### src/rtl/core/ev1527_pulse_width_decoder_top_defines.svh
// ----------------------------------------------------------------------------
// EV1527 pulse width decoder assertion macros
// Concurrent check macros used by the decoder top level; empty under SYNTH.
// ----------------------------------------------------------------------------
`ifndef EV1527_PULSE_WIDTH_DECODER_TOP_DEFINES_SVH
`define EV1527_PULSE_WIDTH_DECODER_TOP_DEFINES_SVH

`ifndef SYNTH
// condition holds at every clock edge outside reset
`define EV_CHECK(lbl, cond) \
	lbl: assert property (@(posedge clk) disable iff (!arst_n) (cond)) \
		else $error("check failed: cond");
// consequent holds in the cycle after the antecedent
`define EV_CHECK_NEXT(lbl, ante, cons) \
	lbl: assert property (@(posedge clk) disable iff (!arst_n) (ante) |=> (cons)) \
		else $error("check failed: ante |=> cons");
`else
`define EV_CHECK(lbl, cond)
`define EV_CHECK_NEXT(lbl, ante, cons)
`endif

`endif

### src/rtl/core/ev1527pwd_pkg.sv
`timescale 1ns / 1ps
// ----------------------------------------------------------------------------
// EV1527 pulse width decoder package
// Widths, register codes, reset values and shared structs.
// ----------------------------------------------------------------------------
package ev1527pwd_pkg;

	localparam int FRAME_BITS_DEF = 24;
	localparam int TIME_W         = 32;
	localparam int KEY_W          = 24;
	localparam int CFG_W          = 16;
	localparam int CFG_IDX_W      = 3;
	localparam int CNT_W          = 5;

	localparam logic [TIME_W-1:0] END_HIGH_MIN = 32'd200;
	localparam logic [TIME_W-1:0] END_HIGH_MAX = 32'd1100;

	localparam logic REPORT_CODE = 1'b0;
	localparam logic REPORT_END  = 1'b1;

	typedef enum logic [CFG_IDX_W-1:0] {
		REG_SYNC_HIGH_MIN = 3'd0,
		REG_SYNC_HIGH_MAX = 3'd1,
		REG_SYNC_LOW_MIN  = 3'd2,
		REG_SYNC_LOW_MAX  = 3'd3,
		REG_PERIOD_MIN    = 3'd4,
		REG_PERIOD_MAX    = 3'd5,
		REG_ONE_LOW_LIMIT = 3'd6,
		REG_END_LOW_MIN   = 3'd7
	} cfg_reg_t;

	localparam logic [CFG_W-1:0] RST_SYNC_HIGH_MIN = 16'd250;
	localparam logic [CFG_W-1:0] RST_SYNC_HIGH_MAX = 16'd380;
	localparam logic [CFG_W-1:0] RST_SYNC_LOW_MIN  = 16'd8200;
	localparam logic [CFG_W-1:0] RST_SYNC_LOW_MAX  = 16'd8400;
	localparam logic [CFG_W-1:0] RST_PERIOD_MIN    = 16'd700;
	localparam logic [CFG_W-1:0] RST_PERIOD_MAX    = 16'd1100;
	localparam logic [CFG_W-1:0] RST_ONE_LOW_LIMIT = 16'd420;
	localparam logic [CFG_W-1:0] RST_END_LOW_MIN   = 16'd50000;

	typedef struct packed {
		logic [CFG_W-1:0] sync_high_min;
		logic [CFG_W-1:0] sync_high_max;
		logic [CFG_W-1:0] sync_low_min;
		logic [CFG_W-1:0] sync_low_max;
		logic [CFG_W-1:0] period_min;
		logic [CFG_W-1:0] period_max;
		logic [CFG_W-1:0] one_low_limit;
		logic [CFG_W-1:0] end_low_min;
	} cfg_regs_t;

	typedef struct packed {
		logic             valid;
		logic             kind;
		logic [KEY_W-1:0] key;
	} dec_res_t;

	typedef struct packed {
		logic             armed;
		logic [CNT_W-1:0] bit_count;
	} dec_stat_t;

endpackage

### src/rtl/core/ev1527pwd_cfg.sv
`timescale 1ns / 1ps
// ----------------------------------------------------------------------------
// EV1527 pulse width decoder configuration registers
// Eight 16-bit timing registers, written through the config channel.
// ----------------------------------------------------------------------------
module ev1527pwd_cfg
	import ev1527pwd_pkg::*;
(
	input  logic                 clk,
	input  logic                 arst_n,
	input  logic                 wr_en,
	input  logic [CFG_IDX_W-1:0] wr_index,
	input  logic [CFG_W-1:0]     wr_data,
	output cfg_regs_t            regs
);

	cfg_regs_t regs_q;

	always_ff @(posedge clk or negedge arst_n) begin
		if (!arst_n) begin
			regs_q.sync_high_min <= RST_SYNC_HIGH_MIN;
			regs_q.sync_high_max <= RST_SYNC_HIGH_MAX;
			regs_q.sync_low_min  <= RST_SYNC_LOW_MIN;
			regs_q.sync_low_max  <= RST_SYNC_LOW_MAX;
			regs_q.period_min    <= RST_PERIOD_MIN;
			regs_q.period_max    <= RST_PERIOD_MAX;
			regs_q.one_low_limit <= RST_ONE_LOW_LIMIT;
			regs_q.end_low_min   <= RST_END_LOW_MIN;
		end else if (wr_en) begin
			case (cfg_reg_t'(wr_index))
				REG_SYNC_HIGH_MIN: regs_q.sync_high_min <= wr_data;
				REG_SYNC_HIGH_MAX: regs_q.sync_high_max <= wr_data;
				REG_SYNC_LOW_MIN:  regs_q.sync_low_min  <= wr_data;
				REG_SYNC_LOW_MAX:  regs_q.sync_low_max  <= wr_data;
				REG_PERIOD_MIN:    regs_q.period_min    <= wr_data;
				REG_PERIOD_MAX:    regs_q.period_max    <= wr_data;
				REG_ONE_LOW_LIMIT: regs_q.one_low_limit <= wr_data;
				REG_END_LOW_MIN:   regs_q.end_low_min   <= wr_data;
				default: ;
			endcase
		end
	end

	assign regs = regs_q;

endmodule

### src/rtl/core/ev1527pwd_dec.sv
`timescale 1ns / 1ps
// ----------------------------------------------------------------------------
// EV1527 pulse width decoder edge logic
// Measures high and low times, matches sync, end gap and data bits, and
// holds the decoder state across edges.
// ----------------------------------------------------------------------------
module ev1527pwd_dec
	import ev1527pwd_pkg::*;
#(
	parameter int FRAME_BITS = FRAME_BITS_DEF
) (
	input  logic              clk,
	input  logic              arst_n,
	input  logic              step,
	input  logic              level,
	input  logic [TIME_W-1:0] now,
	input  cfg_regs_t         regs,
	output dec_res_t          res,
	output dec_stat_t         stat
);

	logic [TIME_W-1:0] last_edge_q;
	logic [TIME_W-1:0] high_q;
	logic [KEY_W-1:0]  shift_q;
	logic [CNT_W-1:0]  count_q;
	logic              armed_q;
	logic [KEY_W-1:0]  stored_q;

	logic [TIME_W-1:0] delta;
	logic [TIME_W:0]   period;
	logic [CNT_W:0]    next_count;
	logic [KEY_W-1:0]  next_shift;
	logic              is_sync;
	logic              is_end;
	logic              period_ok;
	logic              frame_done;

	assign delta  = now - last_edge_q;
	assign period = {1'b0, high_q} + {1'b0, delta};

	assign is_sync = (high_q >= TIME_W'(regs.sync_high_min))
		&& (high_q <= TIME_W'(regs.sync_high_max))
		&& (delta >= TIME_W'(regs.sync_low_min))
		&& (delta <= TIME_W'(regs.sync_low_max));

	assign is_end = (delta >= TIME_W'(regs.end_low_min))
		&& (high_q >= END_HIGH_MIN) && (high_q <= END_HIGH_MAX);

	assign period_ok = (period <= (TIME_W+1)'(regs.period_max))
		&& (period >= (TIME_W+1)'(regs.period_min));

	assign next_shift = {shift_q[KEY_W-2:0], (delta < TIME_W'(regs.one_low_limit))};
	assign next_count = {1'b0, count_q} + (CNT_W+1)'(1);
	assign frame_done = next_count >= (CNT_W+1)'(FRAME_BITS);

	always_comb begin
		res = '0;
		if (level && !is_sync) begin
			if (is_end) begin
				res.valid = 1'b1;
				res.kind  = REPORT_END;
				res.key   = stored_q;
			end else if (armed_q && period_ok && frame_done) begin
				res.valid = 1'b1;
				res.kind  = REPORT_CODE;
				res.key   = next_shift;
			end
		end
	end

	always_ff @(posedge clk or negedge arst_n) begin
		if (!arst_n) begin
			last_edge_q <= '0;
			high_q      <= '0;
			shift_q     <= '0;
			count_q     <= '0;
			armed_q     <= 1'b0;
			stored_q    <= '0;
		end else if (step) begin
			last_edge_q <= now;
			if (!level) begin
				high_q <= delta;
			end else if (is_sync) begin
				shift_q <= '0;
				count_q <= '0;
				armed_q <= 1'b1;
			end else if (!is_end && armed_q) begin
				if (!period_ok) begin
					armed_q <= 1'b0;
				end else begin
					shift_q <= next_shift;
					count_q <= next_count[CNT_W-1:0];
					if (frame_done) begin
						armed_q  <= 1'b0;
						stored_q <= next_shift;
					end
				end
			end
		end
	end

	assign stat.armed     = armed_q;
	assign stat.bit_count = count_q;

endmodule

### src/rtl/core/ev1527_pulse_width_decoder_top.sv
`timescale 1ns / 1ps
// ----------------------------------------------------------------------------
// EV1527 pulse width decoder top level
// Decodes 24-bit remote codes from timestamped RF line edges.
//
//   channel | direction | handshake            | word
//   in      | sink      | in_valid / in_stall  | pin_level, edge_time
//   out     | source    | out_valid / out_stall| report_kind, key_code
//   cfg     | sink      | cfg_valid / cfg_ready| cfg_index, cfg_data
//
// One edge per cycle unless stalled; input edge and result word are registered.
// The rate is set by the single edge register feeding the decode logic.
// An edge is held in the input register while a result word waits stalled.
// Reset loads the timing registers with their defaults, clears valid flags and decoder state.
// ----------------------------------------------------------------------------
`include "ev1527_pulse_width_decoder_top_defines.svh"

module ev1527_pulse_width_decoder_top
	import ev1527pwd_pkg::*;
#(
	parameter int FRAME_BITS = FRAME_BITS_DEF
) (
	input  logic                 clk,
	input  logic                 arst_n,
	input  logic                 in_valid,
	output logic                 in_stall,
	input  logic                 pin_level,
	input  logic [TIME_W-1:0]    edge_time,
	output logic                 out_valid,
	input  logic                 out_stall,
	output logic                 report_kind,
	output logic [KEY_W-1:0]     key_code,
	input  logic                 cfg_valid,
	output logic                 cfg_ready,
	input  logic [CFG_IDX_W-1:0] cfg_index,
	input  logic [CFG_W-1:0]     cfg_data
);

	cfg_regs_t         regs;
	dec_res_t          res;
	dec_stat_t         stat;

	logic              valid_s1;
	logic              level_s1;
	logic [TIME_W-1:0] time_s1;
	logic              out_valid_q;
	logic              kind_q;
	logic [KEY_W-1:0]  key_q;
	logic              proc;

	assign cfg_ready = 1'b1;

	ev1527pwd_cfg u_cfg (
		.clk      (clk),
		.arst_n   (arst_n),
		.wr_en    (cfg_valid & cfg_ready),
		.wr_index (cfg_index),
		.wr_data  (cfg_data),
		.regs     (regs)
	);

	// advance the held edge when the result register is free or draining
	assign proc     = valid_s1 && (!out_valid_q || !out_stall);
	assign in_stall = valid_s1 && !proc;

	always_ff @(posedge clk or negedge arst_n) begin
		if (!arst_n) begin
			valid_s1 <= 1'b0;
		end else if (!in_stall) begin
			valid_s1 <= in_valid;
		end
	end

	always_ff @(posedge clk) begin
		if (in_valid && !in_stall) begin
			level_s1 <= pin_level;
			time_s1  <= edge_time;
		end
	end

	ev1527pwd_dec #(
		.FRAME_BITS (FRAME_BITS)
	) u_dec (
		.clk    (clk),
		.arst_n (arst_n),
		.step   (proc),
		.level  (level_s1),
		.now    (time_s1),
		.regs   (regs),
		.res    (res),
		.stat   (stat)
	);

	always_ff @(posedge clk or negedge arst_n) begin
		if (!arst_n) begin
			out_valid_q <= 1'b0;
		end else if (proc && res.valid) begin
			out_valid_q <= 1'b1;
		end else if (!out_stall) begin
			out_valid_q <= 1'b0;
		end
	end

	always_ff @(posedge clk) begin
		if (proc && res.valid) begin
			kind_q <= res.kind;
			key_q  <= res.key;
		end
	end

	assign out_valid   = out_valid_q;
	assign report_kind = kind_q;
	assign key_code    = key_q;

	`EV_CHECK(a_stall_needs_item, !in_stall || valid_s1)
	`EV_CHECK(a_armed_count_in_frame, !stat.armed || ({1'b0, stat.bit_count} < (CNT_W+1)'(FRAME_BITS)))
	`EV_CHECK_NEXT(a_code_disarms, proc && res.valid && (res.kind == REPORT_CODE), !stat.armed)
	`EV_CHECK_NEXT(a_result_loads, proc && res.valid, out_valid_q && (key_q == $past(res.key)))

endmodule

### config.mk
export PLATFORM = sky130hd
export DESIGN_NAME = ev1527_pulse_width_decoder_top
export DESIGN_NICKNAME = d
export VERILOG_FILES = /design/src/rtl/core/ev1527pwd_pkg.sv /design/src/rtl/core/ev1527pwd_cfg.sv /design/src/rtl/core/ev1527pwd_dec.sv /design/src/rtl/core/ev1527_pulse_width_decoder_top.sv
export VERILOG_INCLUDE_DIRS = /design/src /design/src/rtl/core
export SDC_FILE = /design/constraint.sdc
export NUM_CORES = 1
export LEC_CHECK = 0
export ABC_AREA = 1
export BUFFER_PORTS_ARGS = -buffer_cell sky130_fd_sc_hd__buf_2
export CORE_MARGIN = 2
export CORE_UTILIZATION = 45
export DETAILED_ROUTE_END_ITERATION = 10
export PLACE_DENSITY = 0.62
export SLEW_MARGIN = 20
export SYNTH_ARGS = -nofsm -noshare
export SYNTH_HDL_FRONTEND = slang
export SYNTH_HIERARCHICAL = 1
export SYNTH_SLANG_ARGS = --single-unit
### constraint.sdc
create_clock -name clk -period 8.2 [get_ports clk]
set_input_delay 0.82 -clock clk [delete_from_list [all_inputs] [get_ports clk]]
set_output_delay 0.82 -clock clk [all_outputs]
set_load 0.03 [all_outputs]
* After elaboration in Yosys (flattened, before gate mapping) *
Index checks and enable logic that the tools add are counted.

operators by class
  add/sub/neg operators = 3
  $lt $le $gt $ge = 11
  equality and inequality tests = 9
  muxes and demuxes = 15
  bitwise gates (word level) = 2
  reduce and logical (&&, ||, !) cells = 36

operators by type and width
  operator                number
  $ge A32 B16 Y1          3
  $mux W26                3
  $mux W23                3
  $le A32 B16 Y1          2
  $add A32 B32 Y33        1
  $ge A33 B16 Y1          1
  $le A33 B16 Y1          1
  $ge A32 B8 Y1 const B   1
  $le A32 B11 Y1 const B  1
  $lt A32 B16 Y1          1
  $sub A32 B32 Y32        1
  $reduce_and A2 Y1       9
  $mux W5                 3
  $logic_and A1 B1 Y1     14
  $eq A3 B3 Y1 const B    4
  $reduce_and A4 Y1       2
  $add A5 B1 Y6 const B   1
  $eq A3 B2 Y1 const B    2
  $ge A6 B5 Y1 const B    1
  $logic_not A1 Y1        6
  $mux W1                 6
  $reduce_and A6 Y1       1
  $reduce_bool A2 Y1      2
  $eq A3 B1 Y1 const B    1
  5 further kinds         6

word-level totals
  register bits after elaboration = 305
  input bits = 57
  output and inout port bits = 28
  word-level logic and storage cells = 96

* Logic depth before layout (Yosys ltp) *
  depth in word-level cells = 11
  mapped depth = 37
  depth with buffers taken out = 36

* Modules after synthesis *
The synthesis kept the hierarchy.

by module, submodules not included
  module                          instances  cells an instance  area an instance (µm²)  sequential area each (µm²)
  ev1527pwd_dec                   1          2308               13824.5                 2927.8
  ev1527pwd_cfg                   1          579                5099.9                  3250.6
  ev1527_pulse_width_decoder_top  1          75                 1854.3                  1791.7

* Least setup slack after synthesis *
No wires, ideal clock.

  path kind = flip-flop to flip-flop
  start = register time_s1[0]
  end = register key_q[0], in the netlist key_code[0], enable pin
  setup time = 407 ps
  data arrival time = 5307 ps
  data required time = 7793 ps
  slack = 2486 ps
  stages on the path, launching flop included = 28
  buffers on the path = 0
  period minus slack after synthesis = 5714 ps
  cell sequence = edfxtp_1 inv_1 ha_1 inv_1 fa_1 nand3_1 nand3_1 nand3_1 nand3b_1 xor2_1 ha_1 nand2_1 inv_1 nand2_1 nand2_1 inv_1 nand2_1 inv_1 nand2_1 xor2_1 ha_1 nand2_1 or4_1 o211ai_1 nand3_2 o22ai_1 inv_1 nor2_1

RTL lines
  element                 line                                   source
  start, declared         ev1527_pulse_width_decoder_top.sv:45   logic [TIME_W-1:0] time_s1;
  start signal, assigned  ev1527_pulse_width_decoder_top.sv:77   time_s1 <= edge_time;
  end signal, assigned    ev1527_pulse_width_decoder_top.sv:107  key_q <= res.key;
  end, declared           ev1527_pulse_width_decoder_top.sv:48   logic [KEY_W-1:0] key_q;

* Worst setup path in the final report *
  start = register time_s1[0]
  end = register u_dec.stored_q[12]

on the way
  word-level cells in the longest chain between the ends = 7
  elaborated cells between the ends (all ways) = 16
  those cells by class = add/sub (2); order compare (5); bitwise (1); reduce/logical (8)

ends and longest elaborated chain
  element                                                                   line                 source
  $sub A32 B32 Y32 (*)                                                      ev1527pwd_dec.sv:38  assign delta = now - last_edge_q;
  net u_dec.delta[10]                                                       ev1527pwd_dec.sv:29  logic [TIME_W-1:0] delta;
  parallel branches: the longest is 5 deep, another holds $add A32 B32 Y33  -
  $reduce_and A6 Y1 (no source line) (*)                                    -
  end signal, assigned                                                      ev1527pwd_dec.sv:95  stored_q <= next_shift;
  end, declared                                                             ev1527pwd_dec.sv:27  logic [KEY_W-1:0] stored_q;

Mark *: on every way through the listed nets, which the timed path passes.
A chain may end at the register's enable or synchronous reset.

==> flow_summary.yaml <==
run_status:
  status: "complete, no violations"
clock_tree:
  cts_sinks: 305
  cts_resized: 0
  cts_tree: "done"
  cts.clk_slew.worst_paths_ns: 0.06
  postCtsSetupBuffers: 0
  clock_latency_ns: 0.57
  cts_buffers: 37
  cts_root_buf: "clkbuf_16"
  h-tree-depth: 2
  cts_buffer_depth: 3
  hold_buffers: 0
route:
  drt-total-wl_um: 56900
  drtIter0Drc: 1151
  ant_nets: 0
  drt_pass1_iterations: 5
  vias: 18300
  via_per_inst: 5.01
  drc: 0
  wl_per_cell_um: 15.6
sta:
  relSlewSlack_pct: 29.2
  period_minus_slack_ns: 6.13
  worst_pin_slew_ns: 1.06
  grt_setup_unrepaired: "false"
  fmax_mhz: 163
  whs_ns: 0.282
  finalHoldViolCount: 0
  drv_slew: 0
  finalSetupViolCount: 0
  fin_skew_ns: 0.0184
  fin_ws_ns: 2.07
  period_share_pct: 74.8
  fin_setup_tns_ns: 0
place:
  dp_slack_ns: 2.19
  placed_cells: 3593
  gp_congestion: 0.921
  portBuffers: 83
  dp_hpwl_um: 42300
  place_area_um2: 21700
cells_and_area:
  fillers: 4624
  final_nets: 3284
  final_common_cell: "nand2_1"
  drive_above_1_share_pct: 7.91
  final_core_util_pct: 50.4
  fin_cells: 3659
  diodes: 0
  final_area_um2: 22900
  layout-area-overhead-vs-synth_pct: 10.4
  final_cell_mix: "nand2_1 (1216), inv_1 (492), nand3_1 (220), dfrtp_1 (209), ha_1 (193)"
setup_path:
  critical_path_required_ns: 8.64
  r2r_start: "time_s1[0]"
  r2r_setup_slack_ns: 2.07
  cp_slowest_cell: "nor2_4"
  worstSetupPathType: "reg -> reg"
  crit_path_start: "time_s1[0]"
  r2r_end: "u_dec/stored_q[12]"
  endpoint: "u_dec/stored_q[12]"
  cpMostUsedCell: "nand2_1"
  slowest_delay_ns: 0.51
  r2r_cells: 35
  startpoint_type: "register"
  arrival_ns: 6.57
  path_max_fanout: 25
  end_kind: "register"
pwr:
  ir_worst_vdd_uv: 172
  p_leak_nw: 13.0
  p_total_mw: 6.41
  powerDensity_nw_per_um2: 279
min_path:
  holdCritPathClass: "in -> async"
yosys:
  syn_avg_cell_area_um2: 7.01
  yosys_warnings: 6
  syn_nets: 3213
  syn_area_um2: 20800
  syn_inst: 2961
global_route:
  grt_pass1_wl_um: 92100
  antenna_found_initial: 0
  first_global_vias: 17800
  grt_use_total_pct: 24.4
  grt_max_degree: 157
  overflow: 0
die:
  fp.dieW_um: 219
  core_area_um2: 45500
  fp-row-count: 78
  ios: 85
  die_area_um2: 47900
  die_height_um: 219
  start_util_pct: 45.7
job:
  cap_violations: 0
## worst max-delay path, delay by kind of cell (launching register included)
kind | cells | cell delay [ns]
simple gates | 24 | 3.28
fa+ha+maj | 4 | 1.25
xor+xnor | 2 | 0.49
buf+inv | 4 | 0.44
flops | 1 | 0.36
compound gates | 1 | 0.17
## final cells by class
cell class                 instances  area [um2]  share of cell area (%)
multi-input combinational       2082       10500                    46.0
inverter                         501        1880                    8.21
timing repair buffer             105         603                    2.63
sequential                       305        7970                    34.8
clock buffer                      53        1060                    4.60
tap                              600         751                    3.27
clock inverter                    13         126                   0.551
## state kept, by name, summed over array words and instances, names as in the netlist
signal,count
u_dec/shift_q,23
u_dec/high_q,32
report_kind,1
time_s1,32
u_cfg/regs,128
valid_s1,1
out_valid,1
u_dec/stored_q,24
u_dec/last_edge_q,32
u_dec/count_q,5
key_code,24
u_dec/armed_q,1
level_s1,1
## per-layer routing
layer / global-route usage, % / wire length, um
met1: 31.2 / 25200
met3: 3.65 / 2490
met5: 0 / 0
met4: 7.41 / 1630
met2: 42.6 / 27600
## power by group
group	leakage, nW	internal (mW)	total [mW]	switching [mW]
Combinational	8.70	1.01	2.89	1.88
Sequential	3.69	1.75	1.89	0.137
Clock	0.580	0.960	1.63	0.666
Total	13.0	3.73	6.41	2.68
## worst min-delay path by stage
stage | to | cells past startpoint
after global routing | u_cfg/regs[17] | 1
after floorplan | u_cfg/regs[103] | 2
after CTS | u_cfg/regs[17] | 1
final | u_cfg/regs[17] | 1
after global placement | u_cfg/regs[113] | 2
after detailed placement | u_cfg/regs[14] | 2
No activity file was read; power rests on OpenSTA's default activity.
